--- config.mk ---
export PLATFORM = sky130hd
export DESIGN_NAME = json_tokenizer_top
export DESIGN_NICKNAME = d
export VERILOG_FILES = /design/src/jtok_pkg.sv /design/src/json_tokenizer_top.sv /design/src/jtok_lexer.sv /design/src/jtok_outbuf.sv
export SDC_FILE = /design/constraint.sdc
export NUM_CORES = 1
export LEC_CHECK = 0
export ABC_AREA = 1
export BUFFER_PORTS_ARGS = -buffer_cell sky130_fd_sc_hd__buf_4
export CAP_MARGIN = 20
export CORE_MARGIN = 4
export CORE_UTILIZATION = 55
export CTS_BUF_LIST = sky130_fd_sc_hd__clkbuf_4
export DETAILED_ROUTE_END_ITERATION = 7
export PLACE_DENSITY = 0.81
export SLEW_MARGIN = 20
export SYNTH_ARGS = -nofsm -noshare
export SYNTH_HDL_FRONTEND = slang
export SYNTH_SLANG_ARGS = --single-unit
export TNS_END_PERCENT = 20
--- constraint.sdc ---
create_clock -name clk -period 12 [get_ports clk]
set_clock_uncertainty 0.05 [all_clocks]
set_input_delay 2.4 -clock clk [delete_from_list [all_inputs] [get_ports clk]]
set_output_delay 2.4 -clock clk [all_outputs]
set_load 0.005 [all_outputs]
--- src/jtok_pkg.sv ---
// ----------------------------------------------------------------------------
// jtok_pkg: shared types and constants for the JSON tokenizer
// Lexer phase codes, token kinds, result record type, helper functions.
// ----------------------------------------------------------------------------
package jtok_pkg;

  localparam int POSITION_BITS = 16;
  localparam int MAX_RESULTS   = 4;
  localparam int CNT_BITS      = 3;

  typedef enum logic [3:0] {
    PH_IDLE        = 4'd0,
    PH_KEYWORD     = 4'd1,
    PH_STRING      = 4'd2,
    PH_ESCAPE      = 4'd3,
    PH_HEX         = 4'd4,
    PH_SURR_BSL    = 4'd5,
    PH_SURR_U      = 4'd6,
    PH_SURR_HEX    = 4'd7,
    PH_NUM_SIGN    = 4'd8,
    PH_NUM_INT     = 4'd9,
    PH_NUM_LEADDOT = 4'd10,
    PH_NUM_FRAC    = 4'd11,
    PH_NUM_EXP     = 4'd12,
    PH_NUM_EXPSIGN = 4'd13,
    PH_NUM_EXPDIG  = 4'd14
  } phase_t;

  localparam logic [3:0] K_LBRACE   = 4'd0;
  localparam logic [3:0] K_RBRACE   = 4'd1;
  localparam logic [3:0] K_LBRACKET = 4'd2;
  localparam logic [3:0] K_RBRACKET = 4'd3;
  localparam logic [3:0] K_COLON    = 4'd4;
  localparam logic [3:0] K_COMMA    = 4'd5;
  localparam logic [3:0] K_STRING   = 4'd6;
  localparam logic [3:0] K_NUMBER   = 4'd7;
  localparam logic [3:0] K_TRUE     = 4'd8;
  localparam logic [3:0] K_FALSE    = 4'd9;
  localparam logic [3:0] K_NULL     = 4'd10;
  localparam logic [3:0] K_EOF      = 4'd11;
  localparam logic [3:0] K_ERROR    = 4'd12;

  localparam logic [POSITION_BITS-1:0] POS_MAX = '1;

  typedef struct packed {
    logic [3:0] kind;
    logic       has_byte;
    logic [7:0] data;
    logic       done;
  } res_t;

  // One accepted byte's results, with its position
  typedef struct packed {
    res_t [MAX_RESULTS-1:0]     res;
    logic [CNT_BITS-1:0]        count;
    logic [POSITION_BITS-1:0]   line;
    logic [POSITION_BITS-1:0]   col;
  } batch_t;

  function automatic logic is_digit(input logic [7:0] ch);
    return (ch >= 8'h30) && (ch <= 8'h39);
  endfunction

  function automatic logic is_delim(input logic [7:0] ch);
    return ch == 8'h00 || ch == 8'h20 || ch == 8'h09 || ch == 8'h0D || ch == 8'h0A ||
           ch == 8'h7B || ch == 8'h7D || ch == 8'h5B || ch == 8'h5D || ch == 8'h3A ||
           ch == 8'h2C;
  endfunction

  // Keyword table: select, index -> char
  function automatic logic [7:0] kw_char(input logic [1:0] sel, input logic [2:0] idx);
    logic [7:0] c;
    c = 8'h00;
    case (sel)
      2'd0: case (idx)
          3'd0: c = "t"; 3'd1: c = "r"; 3'd2: c = "u"; 3'd3: c = "e";
          default: c = 8'h00;
        endcase
      2'd1: case (idx)
          3'd0: c = "f"; 3'd1: c = "a"; 3'd2: c = "l"; 3'd3: c = "s"; 3'd4: c = "e";
          default: c = 8'h00;
        endcase
      default: case (idx)
          3'd0: c = "n"; 3'd1: c = "u"; 3'd2: c = "l"; 3'd3: c = "l";
          default: c = 8'h00;
        endcase
    endcase
    return c;
  endfunction

  function automatic logic [2:0] kw_len(input logic [1:0] sel);
    return (sel == 2'd1) ? 3'd5 : 3'd4;
  endfunction

  function automatic logic [3:0] kw_kind(input logic [1:0] sel);
    logic [3:0] k;
    case (sel)
      2'd0: k = K_TRUE;
      2'd1: k = K_FALSE;
      default: k = K_NULL;
    endcase
    return k;
  endfunction

  function automatic res_t mk(input logic [3:0] kind, input logic has, input logic [7:0] b,
                              input logic done);
    res_t r;
    r.kind = kind; r.has_byte = has; r.data = b; r.done = done;
    return r;
  endfunction

endpackage

--- src/json_tokenizer_top.sv ---
// ----------------------------------------------------------------------------
// json_tokenizer_top: streaming JSON tokenizer
// One byte in per item, token results out with line and column.
// ----------------------------------------------------------------------------
//  channel | signals                                  | direction
//  input   | in_valid, in_stall, byte_in              | byte stream in
//  output  | out_valid, out_stall, token_kind, has_byte,| results out
//          | out_byte, token_done, line_number, column_number
//
// A byte is decoded in the cycle it is accepted: one byte per cycle whenever
// the results drain as fast. A byte yields 0 to 4 results, delivered one per
// cycle from the result register while out_stall is low (several results for
// the UTF-8 expansion of a \u escape above 0x7F, for a keyword or number ended
// by a structural byte or byte zero, and for a number ended by a minus sign or
// an invalid byte).
// Reset (rst, synchronous) returns the lexer to idle at line 1, column 1.
// ----------------------------------------------------------------------------
module json_tokenizer_top (
  input  logic        clk,
  input  logic        rst,
  input  logic        in_valid,
  output logic        in_stall,
  input  logic [7:0]  byte_in,
  output logic        out_valid,
  input  logic        out_stall,
  output logic [3:0]  token_kind,
  output logic        has_byte,
  output logic [7:0]  out_byte,
  output logic        token_done,
  output logic [jtok_pkg::POSITION_BITS-1:0] line_number,
  output logic [jtok_pkg::POSITION_BITS-1:0] column_number
);
  import jtok_pkg::*;

  batch_t batch;
  res_t   res;
  logic   room, take;

  // skid slot free means a new byte's results always have a place
  assign in_stall = !room;
  assign take     = in_valid && room;

  jtok_lexer u_lexer (
    .clk   (clk),
    .rst   (rst),
    .take  (take),
    .ch    (byte_in),
    .batch (batch)
  );

  jtok_outbuf u_outbuf (
    .clk       (clk),
    .rst       (rst),
    .in_load   (take),
    .in_batch  (batch),
    .room      (room),
    .out_valid (out_valid),
    .out_stall (out_stall),
    .out_res   (res),
    .out_line  (line_number),
    .out_col   (column_number)
  );

  assign token_kind = res.kind;
  assign has_byte   = res.has_byte;
  assign out_byte   = res.data;
  assign token_done = res.done;

`ifndef SYNTH
  a_done_no_byte: assert property (@(posedge clk) disable iff (rst)
    out_valid && token_done |-> !has_byte)
    else $error("done result carries a byte");
  a_kind_range: assert property (@(posedge clk) disable iff (rst)
    out_valid |-> token_kind <= K_ERROR)
    else $error("token kind out of range");
  a_err_done: assert property (@(posedge clk) disable iff (rst)
    out_valid && token_kind == K_ERROR |-> token_done)
    else $error("error result not marked done");
`endif

endmodule

--- src/jtok_lexer.sv ---
// ----------------------------------------------------------------------------
// jtok_lexer: lexer state and per-byte result decode
// Holds phase, keyword and escape state plus position; turns one byte into
// up to four results combinationally.
// ----------------------------------------------------------------------------
module jtok_lexer (
  input  logic                clk,
  input  logic                rst,
  input  logic                take,
  input  logic [7:0]          ch,
  output jtok_pkg::batch_t    batch
);
  import jtok_pkg::*;

  phase_t                    phase, phase_next;
  logic [1:0]                ksel, ksel_next;
  logic [2:0]                kmat, kmat_next;
  logic [1:0]                hcnt, hcnt_next;
  logic [15:0]               acc, acc_next;
  logic [9:0]                hsur, hsur_next;
  logic [POSITION_BITS-1:0]  line, col;

  logic [3:0]  hv;
  logic        hv_ok;
  logic [15:0] acc_new;
  logic [20:0] cp;

  always_comb begin
    hv_ok = 1'b1;
    hv    = 4'd0;
    if (ch >= "0" && ch <= "9") hv = 4'(ch - 8'h30);
    else if (ch >= "a" && ch <= "f") hv = 4'(ch - 8'h57);
    else if (ch >= "A" && ch <= "F") hv = 4'(ch - 8'h37);
    else hv_ok = 1'b0;
    acc_new = {acc[11:0], hv};
    // pair decode: 0x10000 + hi<<10 + lo
    cp = {1'b0, hsur, acc_new[9:0]} + 21'h10000;
  end

  always_comb begin
    res_t  r [MAX_RESULTS];
    logic [CNT_BITS-1:0] n;
    logic  redo, num_ok, num_end, err, is_num;
    phase_t nxt;
    logic [7:0] e;
    logic  e_ok;
    logic [20:0] v;
    logic  emit_utf;

    for (int i = 0; i < MAX_RESULTS; i++) r[i] = '0;
    n = '0;
    redo = 1'b0; num_ok = 1'b0; num_end = 1'b0; err = 1'b0; emit_utf = 1'b0;
    nxt = PH_IDLE;
    e = 8'h00; e_ok = 1'b0; v = '0;
    is_num = (phase >= PH_NUM_SIGN) && (phase <= PH_NUM_EXPDIG);
    phase_next = phase; ksel_next = ksel; kmat_next = kmat;
    hcnt_next = hcnt; acc_next = acc; hsur_next = hsur;

    case (phase)
      PH_KEYWORD: begin
        if (kmat >= kw_len(ksel)) begin
          if (is_delim(ch)) begin
            r[0] = mk(kw_kind(ksel), 1'b0, 8'h00, 1'b1); n = 3'd1; redo = 1'b1;
          end else err = 1'b1;
        end else if (ch == kw_char(ksel, kmat)) kmat_next = kmat + 3'd1;
        else err = 1'b1;
      end
      PH_STRING: begin
        if (ch == 8'h00 || ch == 8'h0A) err = 1'b1;
        else if (ch == 8'h22) begin
          r[0] = mk(K_STRING, 1'b0, 8'h00, 1'b1); n = 3'd1; phase_next = PH_IDLE;
        end else if (ch == 8'h5C) phase_next = PH_ESCAPE;
        else begin
          r[0] = mk(K_STRING, 1'b1, ch, 1'b0); n = 3'd1;
        end
      end
      PH_ESCAPE: begin
        case (ch)
          8'h22: begin e = 8'h22; e_ok = 1'b1; end
          8'h5C: begin e = 8'h5C; e_ok = 1'b1; end
          8'h2F: begin e = 8'h2F; e_ok = 1'b1; end
          "b":   begin e = 8'h08; e_ok = 1'b1; end
          "f":   begin e = 8'h0C; e_ok = 1'b1; end
          "n":   begin e = 8'h0A; e_ok = 1'b1; end
          "r":   begin e = 8'h0D; e_ok = 1'b1; end
          "t":   begin e = 8'h09; e_ok = 1'b1; end
          default: e_ok = 1'b0;
        endcase
        if (e_ok) begin
          r[0] = mk(K_STRING, 1'b1, e, 1'b0); n = 3'd1; phase_next = PH_STRING;
        end else if (ch == "u") begin
          hcnt_next = '0; acc_next = '0; phase_next = PH_HEX;
        end else err = 1'b1;
      end
      PH_HEX, PH_SURR_HEX: begin
        if (!hv_ok) err = 1'b1;
        else begin
          acc_next = acc_new;
          if (hcnt != 2'd3) hcnt_next = hcnt + 2'd1;
          else begin
            hcnt_next = '0;
            if (phase == PH_HEX) begin
              if (acc_new >= 16'hDC00 && acc_new <= 16'hDFFF) err = 1'b1;
              else if (acc_new >= 16'hD800 && acc_new <= 16'hDBFF) begin
                hsur_next = acc_new[9:0]; phase_next = PH_SURR_BSL;
              end else begin
                v = {5'd0, acc_new}; emit_utf = 1'b1; phase_next = PH_STRING;
              end
            end else if (acc_new >= 16'hDC00 && acc_new <= 16'hDFFF) begin
              v = cp; emit_utf = 1'b1; phase_next = PH_STRING;
            end else err = 1'b1;
          end
        end
      end
      PH_SURR_BSL: begin
        if (ch == 8'h5C) phase_next = PH_SURR_U; else err = 1'b1;
      end
      PH_SURR_U: begin
        if (ch == "u") begin
          hcnt_next = '0; acc_next = '0; phase_next = PH_SURR_HEX;
        end else err = 1'b1;
      end
      PH_NUM_SIGN: begin
        if (is_digit(ch)) begin num_ok = 1'b1; nxt = PH_NUM_INT; end
        else if (ch == ".") begin num_ok = 1'b1; nxt = PH_NUM_LEADDOT; end
      end
      PH_NUM_INT: begin
        if (is_digit(ch)) begin num_ok = 1'b1; nxt = PH_NUM_INT; end
        else if (ch == ".") begin num_ok = 1'b1; nxt = PH_NUM_FRAC; end
        else if (ch == "e" || ch == "E") begin num_ok = 1'b1; nxt = PH_NUM_EXP; end
        else num_end = 1'b1;
      end
      PH_NUM_LEADDOT: begin
        if (is_digit(ch)) begin num_ok = 1'b1; nxt = PH_NUM_FRAC; end
      end
      PH_NUM_FRAC: begin
        if (is_digit(ch)) begin num_ok = 1'b1; nxt = PH_NUM_FRAC; end
        else if (ch == "e" || ch == "E") begin num_ok = 1'b1; nxt = PH_NUM_EXP; end
        else num_end = 1'b1;
      end
      PH_NUM_EXP: begin
        if (is_digit(ch)) begin num_ok = 1'b1; nxt = PH_NUM_EXPDIG; end
        else if (ch == "+" || ch == "-") begin num_ok = 1'b1; nxt = PH_NUM_EXPSIGN; end
      end
      PH_NUM_EXPSIGN: begin
        if (is_digit(ch)) begin num_ok = 1'b1; nxt = PH_NUM_EXPDIG; end
      end
      PH_NUM_EXPDIG: begin
        if (is_digit(ch)) begin num_ok = 1'b1; nxt = PH_NUM_EXPDIG; end
        else num_end = 1'b1;
      end
      default: redo = 1'b1;
    endcase

    if (is_num) begin
      if (num_ok) begin
        r[0] = mk(K_NUMBER, 1'b1, ch, 1'b0); n = 3'd1; phase_next = nxt;
      end else if (num_end) begin
        r[0] = mk(K_NUMBER, 1'b0, 8'h00, 1'b1); n = 3'd1; redo = 1'b1;
      end else err = 1'b1;
    end

    if (emit_utf) begin
      if (v <= 21'h7F) begin
        r[0] = mk(K_STRING, 1'b1, v[7:0], 1'b0); n = 3'd1;
      end else if (v <= 21'h7FF) begin
        r[0] = mk(K_STRING, 1'b1, 8'hC0 | {3'd0, v[10:6]}, 1'b0);
        r[1] = mk(K_STRING, 1'b1, 8'h80 | {2'd0, v[5:0]}, 1'b0); n = 3'd2;
      end else if (v <= 21'hFFFF) begin
        r[0] = mk(K_STRING, 1'b1, 8'hE0 | {4'd0, v[15:12]}, 1'b0);
        r[1] = mk(K_STRING, 1'b1, 8'h80 | {2'd0, v[11:6]}, 1'b0);
        r[2] = mk(K_STRING, 1'b1, 8'h80 | {2'd0, v[5:0]}, 1'b0); n = 3'd3;
      end else begin
        r[0] = mk(K_STRING, 1'b1, 8'hF0 | {5'd0, v[20:18]}, 1'b0);
        r[1] = mk(K_STRING, 1'b1, 8'h80 | {2'd0, v[17:12]}, 1'b0);
        r[2] = mk(K_STRING, 1'b1, 8'h80 | {2'd0, v[11:6]}, 1'b0);
        r[3] = mk(K_STRING, 1'b1, 8'h80 | {2'd0, v[5:0]}, 1'b0); n = 3'd4;
      end
    end

    if (err) begin
      r[0] = mk(K_ERROR, 1'b0, 8'h00, 1'b1); n = 3'd1; phase_next = PH_IDLE;
    end

    // idle handling; redo always has at most one prior result in slot 0
    if (redo) begin
      phase_next = PH_IDLE;
      case (ch)
        8'h20, 8'h09, 8'h0D, 8'h0A: ;
        "{": begin r[n[1:0]] = mk(K_LBRACE,   1'b0, 8'h00, 1'b1); n = n + 3'd1; end
        "}": begin r[n[1:0]] = mk(K_RBRACE,   1'b0, 8'h00, 1'b1); n = n + 3'd1; end
        "[": begin r[n[1:0]] = mk(K_LBRACKET, 1'b0, 8'h00, 1'b1); n = n + 3'd1; end
        "]": begin r[n[1:0]] = mk(K_RBRACKET, 1'b0, 8'h00, 1'b1); n = n + 3'd1; end
        ":": begin r[n[1:0]] = mk(K_COLON,    1'b0, 8'h00, 1'b1); n = n + 3'd1; end
        ",": begin r[n[1:0]] = mk(K_COMMA,    1'b0, 8'h00, 1'b1); n = n + 3'd1; end
        8'h00: begin r[n[1:0]] = mk(K_EOF,    1'b0, 8'h00, 1'b1); n = n + 3'd1; end
        "t", "f", "n": begin
          ksel_next = (ch == "t") ? 2'd0 : (ch == "f") ? 2'd1 : 2'd2;
          kmat_next = 3'd1;
          phase_next = PH_KEYWORD;
        end
        8'h22: phase_next = PH_STRING;
        "-": begin
          r[n[1:0]] = mk(K_NUMBER, 1'b1, ch, 1'b0); n = n + 3'd1;
          phase_next = PH_NUM_SIGN;
        end
        default: begin
          if (is_digit(ch)) begin
            r[n[1:0]] = mk(K_NUMBER, 1'b1, ch, 1'b0); n = n + 3'd1;
            phase_next = PH_NUM_INT;
          end else begin
            r[n[1:0]] = mk(K_ERROR, 1'b0, 8'h00, 1'b1); n = n + 3'd1;
          end
        end
      endcase
    end

    for (int i = 0; i < MAX_RESULTS; i++) batch.res[i] = r[i];
    batch.count = n;
    batch.line  = line;
    batch.col   = col;
  end

  always_ff @(posedge clk) begin
    if (rst) begin
      phase <= PH_IDLE;
      ksel  <= '0;
      kmat  <= '0;
      hcnt  <= '0;
      acc   <= '0;
      hsur  <= '0;
      line  <= POSITION_BITS'(1);
      col   <= POSITION_BITS'(1);
    end else if (take) begin
      phase <= phase_next;
      ksel  <= ksel_next;
      kmat  <= kmat_next;
      hcnt  <= hcnt_next;
      acc   <= acc_next;
      hsur  <= hsur_next;
      if (ch == 8'h0A) begin
        if (line != POS_MAX) line <= line + POSITION_BITS'(1);
        col <= POSITION_BITS'(1);
      end else if (ch != 8'h00) begin
        if (col != POS_MAX) col <= col + POSITION_BITS'(1);
      end
    end
  end

endmodule

--- src/jtok_outbuf.sv ---
// ----------------------------------------------------------------------------
// jtok_outbuf: result register and serializer
// Holds one byte's batch, shifts results out one per cycle unless out_stall;
// a second batch register is skid so the lexer takes a byte while results wait.
// ----------------------------------------------------------------------------
module jtok_outbuf (
  input  logic             clk,
  input  logic             rst,
  input  logic             in_load,
  input  jtok_pkg::batch_t in_batch,
  output logic             room,
  output logic             out_valid,
  input  logic             out_stall,
  output jtok_pkg::res_t   out_res,
  output logic [jtok_pkg::POSITION_BITS-1:0] out_line,
  output logic [jtok_pkg::POSITION_BITS-1:0] out_col
);
  import jtok_pkg::*;

  batch_t              cur, skid;
  logic [CNT_BITS-1:0] left;   // results remaining in cur
  logic [1:0]          idx;
  logic                skid_full;
  logic                pop, last;

  assign out_valid = (left != '0);
  assign out_res   = cur.res[idx];
  assign out_line  = cur.line;
  assign out_col   = cur.col;
  assign pop       = out_valid && !out_stall;
  assign last      = pop && (left == 3'd1);
  assign room      = !skid_full;

  always_ff @(posedge clk) begin
    if (rst) begin
      left      <= '0;
      idx       <= '0;
      skid_full <= 1'b0;
    end else begin
      if ((left == '0) || last) begin
        idx <= '0;
        if (skid_full) begin
          cur <= skid; left <= skid.count;
          skid_full <= in_load && (in_batch.count != '0);
          if (in_load) skid <= in_batch;
        end else if (in_load) begin
          cur <= in_batch; left <= in_batch.count;
        end else left <= '0;
      end else begin
        if (pop) begin
          idx  <= idx + 2'd1;
          left <= left - 3'd1;
        end
        if (in_load && in_batch.count != '0) begin
          skid <= in_batch; skid_full <= 1'b1;
        end
      end
    end
  end

endmodule
==> Word-level counts from Yosys, hierarchy flattened <==
Index checks and enable logic that the tools add are counted.
{ "classes": {"n_mul": 0, "add_sub_neg": 11, "order_cmp": 19, "reduce_logical": 57, "eq_ne": 52, "bitwise_logic": 28, "shifts": 0, "mux": 173, "n_div": 0} }
{ "ops": {"columns": ["op", "n"], "rows": [
  ["$pmux W56 S9", 1],
  ["$mux W91", 5],
  ["$mux W56", 3],
  ["$mux W14", 11],
  ["$and A48 B48 Y48", 3],
  ["$not A48 Y48", 3],
  ["$and A44 B44 Y44", 3],
  ["$not A44 Y44", 3],
  ["$mux W21", 6],
  ["$mux W4", 30],
  ["$mux W16", 7],
  ["$eq A8 B7 Y1 const B", 13],
  ["$mux W3", 23],
  ["$eq A8 B6 Y1 const B", 8],
  ["$bwmux W56", 1],
  ["$mux W28", 2],
  ["$pmux W7 S8", 1],
  ["$and A52 B52 Y52", 1],
  ["$mux W1", 52],
  ["$not A52 Y52", 1],
  ["$pmux W16 S3", 1],
  ["$mux W42", 1],
  ["$pmux W14 S3", 1],
  ["$and A40 B40 Y40", 1],
  ["other kinds (79)", 159]
]} }
{ "word_totals": {"n_memories": 0, "input_bits": 12, "latch_bits": 0, "rom_bits": 0, "output_inout_bits": 48, "ram_bits": 0, "ff_bits": 254, "wordCells": 388} }

==> Logic depth before layout (Yosys ltp) <==
Gate-level depths: netlist of the first run.
{ "logic_depth": {"depth_word": 32, "depth_mapped": 30, "depth_no_buf": 30} }

==> By module <==
A second synthesis of the first run with hierarchy kept.
{ "hier_totals": {"hier_cells": 1871, "hier_area_um2": 14676.6} }
{ "by_module_without_submodules": {"columns": ["mod", "seq_area_each_um2", "area_each_um2", "instances", "cells_per_inst"], "rows": [
  ["jtok_outbuf", 5495.3, 7526.0, 1, 643],
  ["jtok_lexer", 1301.2, 7139.3, 1, 1225],
  ["json_tokenizer_top", 0.0, 11.3, 1, 3]
]} }

==> Worst setup path before layout of the first run <==
Ideal clock, no wire load.
{ "synth_path": {"path_kind": "input-to-reg", "startpoint": "input rst", "endpoint": "register u_outbuf.cur[35] in the netlist's numbering, enable pin", "path_stages": 3, "setup_time_ps": 666, "path_buffers": 2, "arrival_time_ps": 9291, "required_time_ps": 11284, "path_slack_ps": 1993, "cell_sequence": "clkbuf_1 > clkbuf_1 > a211oi_1"} }
{ "synth_between": {"elab_chain_cells": 2} }
{ "synth_rtl": {"columns": ["element", "line_no", "source"], "rows": [
  ["from (decl)", "json_tokenizer_top.sv:20", "input logic rst,"],
  ["$not A1 Y1 (no line)", null, null],
  ["$reduce_and A3 Y1 (no line)", null, null],
  ["to (signal assigned)", "jtok_outbuf.sv:43", "cur <= skid; left <= skid.count;"],
  ["to (signal assigned)", "jtok_outbuf.sv:47", "cur <= in_batch; left <= in_batch.count;"],
  ["to (decl)", "jtok_outbuf.sv:20", "batch_t cur, skid;"]
]} }
Every way passes these cells.
A chain may end at the register's enable or synchronous reset.

==> flow_summary.json, run 1 <==
{
  "setup_viol": 0,
  "die_w_um": 169,
  "reg2reg_depth": 24,
  "drt_iter0_drc": 1587,
  "final_nets": 1839,
  "cp.arrival_ns": 7.02,
  "finalHoldViolations": 0,
  "synth_top_area_share": 0.377,
  "synth.most_common_cell": "nand2_1",
  "rsz0062_at_grt": "no",
  "cts_tree": "built",
  "r2r-start": "u_lexer.acc[8]",
  "slowest_stage": "buf_6",
  "clk_latency_ns": 0.71,
  "fmax_mhz": 148,
  "synth_flop_cell": "edfxtp_1",
  "fin_cells": 2188,
  "design_area_sq_um": 15600,
  "crit_required_ns": 12.24,
  "dr.pass1.iters": 8,
  "core_area_sq_um": 25300,
  "hold_class": "reg -> reg",
  "post_cts_buffers": 0,
  "critPathMaxFanout": 86,
  "dp_hpwl_mm": 28.1,
  "maxCapViolCount": 0,
  "grt.overflow.total": 0,
  "outcome": "finished clean",
  "place_area_sq_um": 14600,
  "cts_root_buffer": "clkbuf_4",
  "syn_avg_cell_area_sq_um": 8.07,
  "r2r-end": "u_outbuf.skid[62]",
  "fillCellCount": 2207,
  "cts.sinks": 250,
  "synth_cells": 1767,
  "syn-cell-area_sq_um": 14300,
  "portBuffers": 59,
  "multi_input_area_sq_um": 6140,
  "async_flop_share": 0,
  "r2r_setup_slack_ns": 6.65,
  "synth_edf_count": 179,
  "register_area_sq_um": 6800,
  "gp_congestion": 1.02,
  "grt_antenna_before_repair": 1,
  "final.setup.tns_ns": 0,
  "holdPathEnd": "u_outbuf.skid[15]",
  "report.final.slew_viol_count": 0,
  "max_stage_delay_ns": 0.67,
  "cts_resized": 0,
  "synth_cell_types": 65,
  "slew_headroom": 0.303,
  "area_growth_pct": 9.17,
  "cts_buffers": 66,
  "synth_top_cell_by_area": "edfxtp_1",
  "peakVddDrop_mv": 0.141,
  "route.vias.total": 12637,
  "h-tree-depth": 3,
  "total_power_mw": 2.74,
  "grt_pass1_wl_mm": 62.9,
  "synth_area_leaders": "edfxtp_1 38%, nand2_1 11%, dfxtp_1 10%",
  "finalCritPeriodShare": 0.565,
  "grt_pass1_vias": 11896,
  "period_minus_slack_ns": 6.78,
  "tightest_slew_ns": 1.04,
  "p_per_area_nw_per_um2": 176,
  "hp-start": "u_lexer.col[15]",
  "ios": 60,
  "endpoint_kind": "flop",
  "wl_per_cell_um": 17.9,
  "postRouteAntennaNets": 0,
  "crit_type": "in -> reg",
  "clkSlewWorstSetupHoldPaths_ns": 0.07,
  "cts_hold_buf": 0,
  "start_util": 0.563,
  "dieArea_sq_um": 28600,
  "synth_common_cells": "423 x nand2_1, 182 x inv_1, 179 x edfxtp_1",
  "routed_wl_mm": 39.2,
  "ys_ff_latch": 250,
  "start_kind": "primary input",
  "grt_usage": 0.273,
  "viasPerCell": 5.78,
  "p_leak_nw": 6.43,
  "clockBufferDepth": 3,
  "dp_cells": 2068,
  "drc": 0,
  "post_route_cells_drive_above_1_share": 0.148,
  "synth-seq-area-share": 0.477,
  "final_core_util": 0.615,
  "grt_max_degree": 87,
  "synth_warnings": 0,
  "rows": 58,
  "hold_depth": 0,
  "die_y_um": 169
}
==> worst max path at each step <==
stage          startpoint           endpoint  slack [ns]
4_1_cts        byte_in[0]  u_outbuf.skid[82]        5.12
5_1_grt        byte_in[0]  u_outbuf.skid[82]        4.91
3_5_place_dp   byte_in[0]  u_outbuf.skid[35]        4.42
6_report       byte_in[0]  u_outbuf.skid[62]        5.22
2_1_floorplan         rst   u_outbuf.cur[35]        1.99
3_3_place_gp   byte_in[0]  u_outbuf.skid[35]        4.60
==> power by group <==
group | total [mW] | internal, mW | switching [mW]
clock | 0.817 | 0.452 | 0.366
sequential | 1.21 | 1.13 | 0.0735
combinational | 0.719 | 0.218 | 0.501
total | 2.74 | 1.80 | 0.940
==> kinds of logic (layout without fill, tap and decap cells) <==
family / count (synthesis) / after routing / share of synthesized area
muxes: 2 / 2 / 0.00140
AOI/OAI and AO/OA: 379 / 379 / 0.159
xor gates and xnor gates: 4 / 4 / 0.00246
DFF: 250 / 250 / 0.477
buffers and inverters: 307 / 394 / 0.0954
adders and majority gates: 21 / 21 / 0.0184
and+or+nand+nor: 803 / 803 / 0.247
other: 1 / 5 / 0.000263
==> critical path: cells and delay by family <==
family	cells	cell delay [ns]
AO/OA/AOI/OAI	5	1.13
AND/OR/NAND/NOR	10	1.40
buffers and inverters	8	1.45
adder cells (fa/ha/maj)	2	0.56
==> sequential cells by signal (all words and copies together), names as in the netlist <==
| signal | cells |
|---|---|
| u_outbuf.left | 3 |
| u_lexer.hcnt | 2 |
| u_lexer.hsur | 10 |
| u_outbuf.cur | 56 |
| u_lexer.line | 16 |
| u_lexer.acc | 12 |
| u_lexer.kmat | 3 |
| u_outbuf.skid_full | 1 |
| u_lexer.col | 16 |
| u_outbuf.out_line | 16 |
| u_lexer.ksel | 2 |
| u_outbuf.idx | 2 |
| u_outbuf.skid | 91 |
| u_outbuf.out_col | 16 |
| u_lexer.phase | 4 |
==> stage by stage <==
step           hold WS [ns]  setup slack, ns
2_1_floorplan         0.358             1.99
3_3_place_gp          0.362             4.60
3_5_place_dp          0.366             4.42
4_1_cts               0.348             5.12
5_1_grt               0.387             4.91
6_report              0.367             5.22
==> routing by layer <==
layer | share of wire | up-vias | global-route usage
li1 | - | 6089 | -
met1 | 0.43 | 5817 | 0.382
met2 | 0.44 | 632 | 0.416
met3 | 0.098 | 99 | 0.0750
met4 | 0.027 | 0 | 0.0844
met5 | 0 | - | 0
==> layout make-up <==
class	count	area share
antenna	2	0.000321
clock buffer	101	0.0487
clock inverter	17	0.0105
inverter	211	0.0514
multi-input combinational	1212	0.394
sequential	250	0.437
tap	330	0.0265
timing repair buffer	65	0.0316
==> cells in the final DEF (no fill, tap or decap), types with 13 or more instances in the layout <==
cell      Yosys  routed
buf_4        37      64
dfxtp_1      71      69
a31oi_1      22      22
nor2_1      168     168
inv_2        24      25
o21ai_0     156     156
clkbuf_4      0     101
inv_1       182     181
nand4_1      21      21
a21oi_1      91      90
o22ai_1      20      20
o21ai_1      13      13
nand2_1     423     423
ha_1         21      21
nand2_2      19      19
nand3_1      99      99
edfxtp_1    179     179
nor3_1       31      31
No activity file was read; power rests on OpenSTA's default activity.
==> run 2, diff against run 1 <==
Clock period 12 ns to 7.1 ns, I/O delays scaled along.
==> run 2 against run 1 <==
  * Setup slack got worse by 3.5 ns
  * First-iteration DRC count rose by 2.1%
  * Routed wire length grew 1.2%
  * Utilization down 0.32 points
  * Sequential share of layout area rose by 0.22 points
  * Clock power grew 53%
  * Critical path depth is 1 lower
  * Worst hold slack improved by 0.019 ns
  * Largest cell class unchanged
  * Design area decreased by 0.51%
  * Sequential power up 67%
  * Combinational power up 72%
  * Largest power group unchanged
  * Die area stayed put
==> flow_summary.json, run 2 (same netlist as run 1, synthesis figures left out) <==
{
  "outcome": "finished clean",
  "cts_resized": 0,
  "peakVddDrop_mv": 0.219,
  "area_growth_pct": 8.61,
  "register_area_sq_um": 6800,
  "slowest_stage": "o31ai_2",
  "portBuffers": 59,
  "dieArea_sq_um": 28600,
  "final_core_util": 0.612,
  "post_route_cells_drive_above_1_share": 0.146,
  "slew_headroom": 0.295,
  "largest_reg_flops": 91,
  "cts_root_buffer": "clkbuf_4",
  "grt.met1_usage": 0.397,
  "viasPerCell": 5.78,
  "die_y_um": 169,
  "cts_tree": "built",
  "clk_latency_ns": 0.68,
  "cts.sinks": 250,
  "postRouteAntennaNets": 0,
  "cp_cell_sequence": "buf_4 -> inv_1 -> ha_1 -> a21oi_4 -> nand2_2 -> nand2_4 -> nand2_4 -> nand2_4 -> inv_1 -> nand2_1 -> inv_2 -> o21ai_0 -> nand2_1 -> inv_1 -> nand2_2 -> inv_2 -> nor2_1 -> inv_1 -> ha_1 -> inv_1 -> o31ai_2 -> o21ai_1 -> a21oi_4 -> buf_12",
  "met3_usage": 0.0549,
  "wl_per_cell_um": 18.2,
  "grt_pass1_vias": 11757,
  "grt_pass1_wl_mm": 62.6,
  "clkSlewWorstSetupHoldPaths_ns": 0.06,
  "cts_buffers": 67,
  "route.vias.total": 12631,
  "fillCellCount": 2234,
  "final_cell_mix": "423 x nand2_1, 181 x inv_1, 179 x edfxtp_1",
  "fmax_mhz": 185,
  "final.setup.tns_ns": 0,
  "hold_class": "reg -> reg",
  "fin_ws_ns": 1.69,
  "cpMostUsedCell": "inv_1",
  "critical_path.top_delay_family": "simple AND/OR/NAND/NOR gates",
  "swShare": 0.351,
  "multi_input_area_sq_um": 6140,
  "post_cts_buffers": 0,
  "setup_viol": 0,
  "clockBufferDepth": 3,
  "crit_required_ns": 7.35,
  "p_clk_frac": 0.276,
  "drc": 0,
  "grt.overflow.total": 0,
  "globalRouteMet2Util": 0.407,
  "rows": 58,
  "tightest_slew_ns": 1.06,
  "path_buf_inv": 9,
  "rsz0062_at_grt": "no",
  "dr.pass1.iters": 7,
  "finalCritPeriodShare": 0.762,
  "endpoint_kind": "flop",
  "final_common_cell": "nand2_1",
  "report.final.slew_viol_count": 0,
  "drt_iter0_drc": 1621,
  "cp.arrival_ns": 5.66,
  "grt_antenna_before_repair": 1,
  "start_kind": "primary input",
  "top_usage_layer": "met2",
  "r2r_setup_slack_ns": 2.07,
  "maxCapViolCount": 0,
  "final_nets": 1841,
  "finalHoldViolations": 0,
  "critPathMaxFanout": 72,
  "p_sw_mw": 1.58,
  "top_register": "u_outbuf.skid",
  "crit_type": "in -> reg",
  "h-tree-depth": 3,
  "max_stage_delay_ns": 0.38,
  "grt_usage": 0.272,
  "period_minus_slack_ns": 5.41,
  "seqPwrFrac": 0.447,
  "p_leak_nw": 6.38,
  "gp_congestion": 0.987,
  "start_util": 0.563,
  "p_int_mw": 2.92,
  "dp_slack_ns": 1.12,
  "die_w_um": 169,
  "dp_hpwl_mm": 28.4,
  "cts_hold_buf": 0,
  "reg_top3": "u_outbuf.skid: 91 flops, u_outbuf.cur: 56 flops",
  "routed_wl_mm": 39.7,
  "p_per_area_nw_per_um2": 291,
  "p_comb_frac": 0.276,
  "core_area_sq_um": 25300,
  "grt_max_degree": 89,
  "ios": 60
}
==> run 2: routing by layer <==
metal	wire length, um	vias to the layer above
met5	0	-
met4	1070	0
met3	3530	79
met2	17500	614
met1	17600	5868
li1	-	6070
==> run 2: worst reg2reg max path: cells and delay by family (launching register included) <==
family          cells  cell delay, ns
buf+inv             4            0.97
flops               1            0.54
compound gates      4            1.45
fa+ha+maj           1            0.14
simple gates        9            1.49
==> run 2: metrics by stage <==
stage          hold WS [ns]  cells  power, mW  cell area, sq um
5_1_grt               0.407   2184       4.76             15500
6_report              0.386   2184       4.51             15500
3_5_place_dp          0.365   2069       3.28             14700
2_1_floorplan         0.358   1769       2.90             14300
3_3_place_gp          0.360   2069       3.24             14700
4_1_cts               0.381   2183       4.52             15500
==> run 2: worst paths after layout <==
| kind | startpoint | end | depth (start not counted) |
|---|---|---|---|
| setup / recovery | byte_in[0] | u_outbuf.skid[70] | 24 |
| hold / removal | u_lexer.col[5] | u_outbuf.skid[5] | 0 |
| setup reg to reg | u_lexer.phase[2] | u_outbuf.skid[70] | 18 |
| hold reg to reg | u_lexer.col[5] | u_outbuf.skid[5] | 0 |
==> run 2: final cells by class <==
type | instances | area share
Timing Repair Buffer | 66 | 0.0330
Antenna cell | 1 | 0.000162
Clock buffer | 96 | 0.0465
Sequential cell | 250 | 0.439
Clock inverter | 18 | 0.00670
Inverter | 211 | 0.0517
Multi-Input combinational cell | 1212 | 0.396
Tap cell | 330 | 0.0267
==> run 2: power by group through the flow <==
stage	Combinational, mW	Sequential (mW)	Clock [mW]
3_5_place_dp	1.23	2.05	0
2_1_floorplan	0.868	2.03	0
4_1_cts	1.23	2.02	1.27
3_3_place_gp	1.21	2.04	0
6_report	1.24	2.02	1.25
5_1_grt	1.37	2.04	1.35
==> run 3, diff against run 2 <==
Clock period 7.1 ns to 5.6 ns, I/O delays scaled along.
==> run 3 against run 2 <==
  * Combinational power up 30%
  * Global-route usage up 0.59 points
  * Utilization up 0.51 points
  * Sequential power up 27%
  * Critical endpoint is now u_outbuf.skid[45]
  * Largest power group unchanged
  * First-iteration DRC count down 12%
==> flow_summary.json, run 3 (same netlist as run 1, synthesis figures left out) <==
{
  "crit_required_ns": 5.87,
  "finalHoldViolations": 0,
  "area_growth_pct": 9.52,
  "outcome": "finished clean",
  "drt_iter0_drc": 1434,
  "crit_start": "byte_in[0]",
  "gp_congestion": 1.06,
  "final_common_cell": "nand2_1",
  "route.vias.total": 12586,
  "path_buf_inv": 8,
  "dp_cells": 2083,
  "postRouteAntennaNets": 0,
  "crit_type": "in -> reg",
  "multi_input_area_sq_um": 6160,
  "report.final.slew_viol_count": 0,
  "holdWs_ns": 0.390,
  "p_per_area_nw_per_um2": 369,
  "globalRouteMet2Util": 0.439,
  "fmax_mhz": 215,
  "dieArea_sq_um": 28600,
  "fillCellCount": 2217,
  "p_leak_nw": 6.45,
  "rows": 58,
  "critical_path.top_delay_family": "simple AND/OR/NAND/NOR gates",
  "final_nets": 1855,
  "setup_viol": 0,
  "wl_per_cell_um": 18.2,
  "design_area_sq_um": 15600,
  "finalCritPeriodShare": 0.829,
  "reg_top3": "u_outbuf.skid: 91 flops, u_outbuf.cur: 56 flops",
  "clk_latency_ns": 0.70,
  "max_stage_delay_ns": 0.39,
  "ios": 60,
  "rsz0062_at_grt": "no",
  "grt_usage": 0.278,
  "post_cts_buffers": 0,
  "post_route_cells_drive_above_1_share": 0.157,
  "start_util": 0.563,
  "cts_hold_buf": 0,
  "dp_hpwl_mm": 29.0,
  "crit_end": "u_outbuf.skid[45]",
  "register_area_sq_um": 6800,
  "met3_usage": 0.0610,
  "r2r-end": "u_outbuf.skid[45]",
  "cts_root_buffer": "clkbuf_4",
  "r2r_setup_slack_ns": 1.13,
  "final_cell_mix": "423 x nand2_1, 181 x inv_1, 179 x edfxtp_1",
  "top_usage_layer": "met2",
  "largest_reg_flops": 91,
  "hold_class": "reg -> reg",
  "die_w_um": 169,
  "top_register": "u_outbuf.skid",
  "grt_antenna_before_repair": 1,
  "h-tree-depth": 3,
  "fin_cells": 2196,
  "cp.arrival_ns": 4.91,
  "core_area_sq_um": 25300,
  "slowest_stage": "o32ai_1",
  "slew_headroom": 0.313,
  "dr.pass1.iters": 6,
  "peakVddDrop_mv": 0.244,
  "grt.met1_usage": 0.386,
  "cts_tree": "built",
  "period_minus_slack_ns": 4.64,
  "clockBufferDepth": 3,
  "endpoint_kind": "flop",
  "routed_wl_mm": 39.9,
  "critPathMaxFanout": 61,
  "final.setup.tns_ns": 0,
  "place_area_sq_um": 14800,
  "grt_max_degree": 77,
  "maxCapViolCount": 0,
  "cts_buffers": 67,
  "cts_resized": 0,
  "viasPerCell": 5.73,
  "hold_depth": 0,
  "tightest_slew_ns": 1.03,
  "grt.overflow.total": 0,
  "r2r-start": "u_lexer.hcnt[0]",
  "cp.depth": 25,
  "cts.sinks": 250,
  "grt_pass1_vias": 12140,
  "clkSlewWorstSetupHoldPaths_ns": 0.07,
  "portBuffers": 59,
  "die_y_um": 169,
  "start_kind": "primary input",
  "grt_pass1_wl_mm": 63.8,
  "reg2reg_depth": 19,
  "drc": 0
}
run 3: changes by cell type in the layout (fill, tap and decap cells not counted), moves of 3 or more:
| cell | change |
|---|---|
| buf_4 | +15 |
| clkinv_1 | -6 |
| clkbuf_4 | +5 |
| clkinv_2 | -3 |
| ha_1 | -3 |
| ha_2 | +3 |
run 3: worst min path at each step:
stage	start	endpoint	slack [ns]
2_1_floorplan	u_lexer.col[15]	u_outbuf.skid[15]	0.36
3_3_place_gp	u_lexer.col[5]	u_outbuf.skid[5]	0.36
3_5_place_dp	u_lexer.col[15]	u_outbuf.skid[15]	0.38
4_1_cts	u_lexer.col[5]	u_outbuf.skid[5]	0.39
5_1_grt	u_lexer.col[15]	u_outbuf.skid[15]	0.41
6_report	u_lexer.col[5]	u_outbuf.skid[5]	0.39
run 3: cell type report:
type | count | area share
Multi-Input combinational cell | 1212 | 0.394
Clock inverter | 10 | 0.00457
Sequential cell | 250 | 0.435
Timing Repair Buffer | 80 | 0.0393
Tap cell | 330 | 0.0264
Antenna cell | 2 | 0.000320
Inverter | 211 | 0.0512
Clock buffer | 101 | 0.0485
run 3: worst register-to-register path, stage by stage, from the launching register on:
cell     delay (ns)
dfxtp_1        0.36
ha_1           0.67
inv_1          0.35
nor2_4         0.25
inv_2          0.08
o32ai_1        0.39
nor2_1         0.07
nand2_1        0.09
inv_1          0.05
nand2_2        0.13
inv_2          0.08
nor2_2         0.13
ha_2           0.22
inv_1          0.11
nor2_4         0.15
inv_2          0.09
o21ai_2        0.19
o21ai_2        0.12
a21oi_4        0.19
buf_12         0.31
run 3: routing by layer:
metal / part of all wire / routed length (um)
met1: 0.43 / 17200
met3: 0.085 / 3380
met5: 0 / 0
met4: 0.030 / 1180
met2: 0.45 / 18100
run 3: through the flow:
step / setup WS (ns) / util / power (mW)
after floorplan: -0.0340 / - / 3.67
after global placement: 0.489 / 0.584 / 4.15
after detailed placement: 0.348 / 0.584 / 4.19
after CTS: 1.03 / 0.617 / 5.79
after global routing: 0.618 / 0.617 / 6.10
final: 0.958 / 0.617 / 5.76
run 3: report_power, final:
group / internal [mW] / switching [mW]
sequential: 2.43 / 0.130
clock: 0.829 / 0.766
combinational: 0.496 / 1.12
total: 3.75 / 2.01
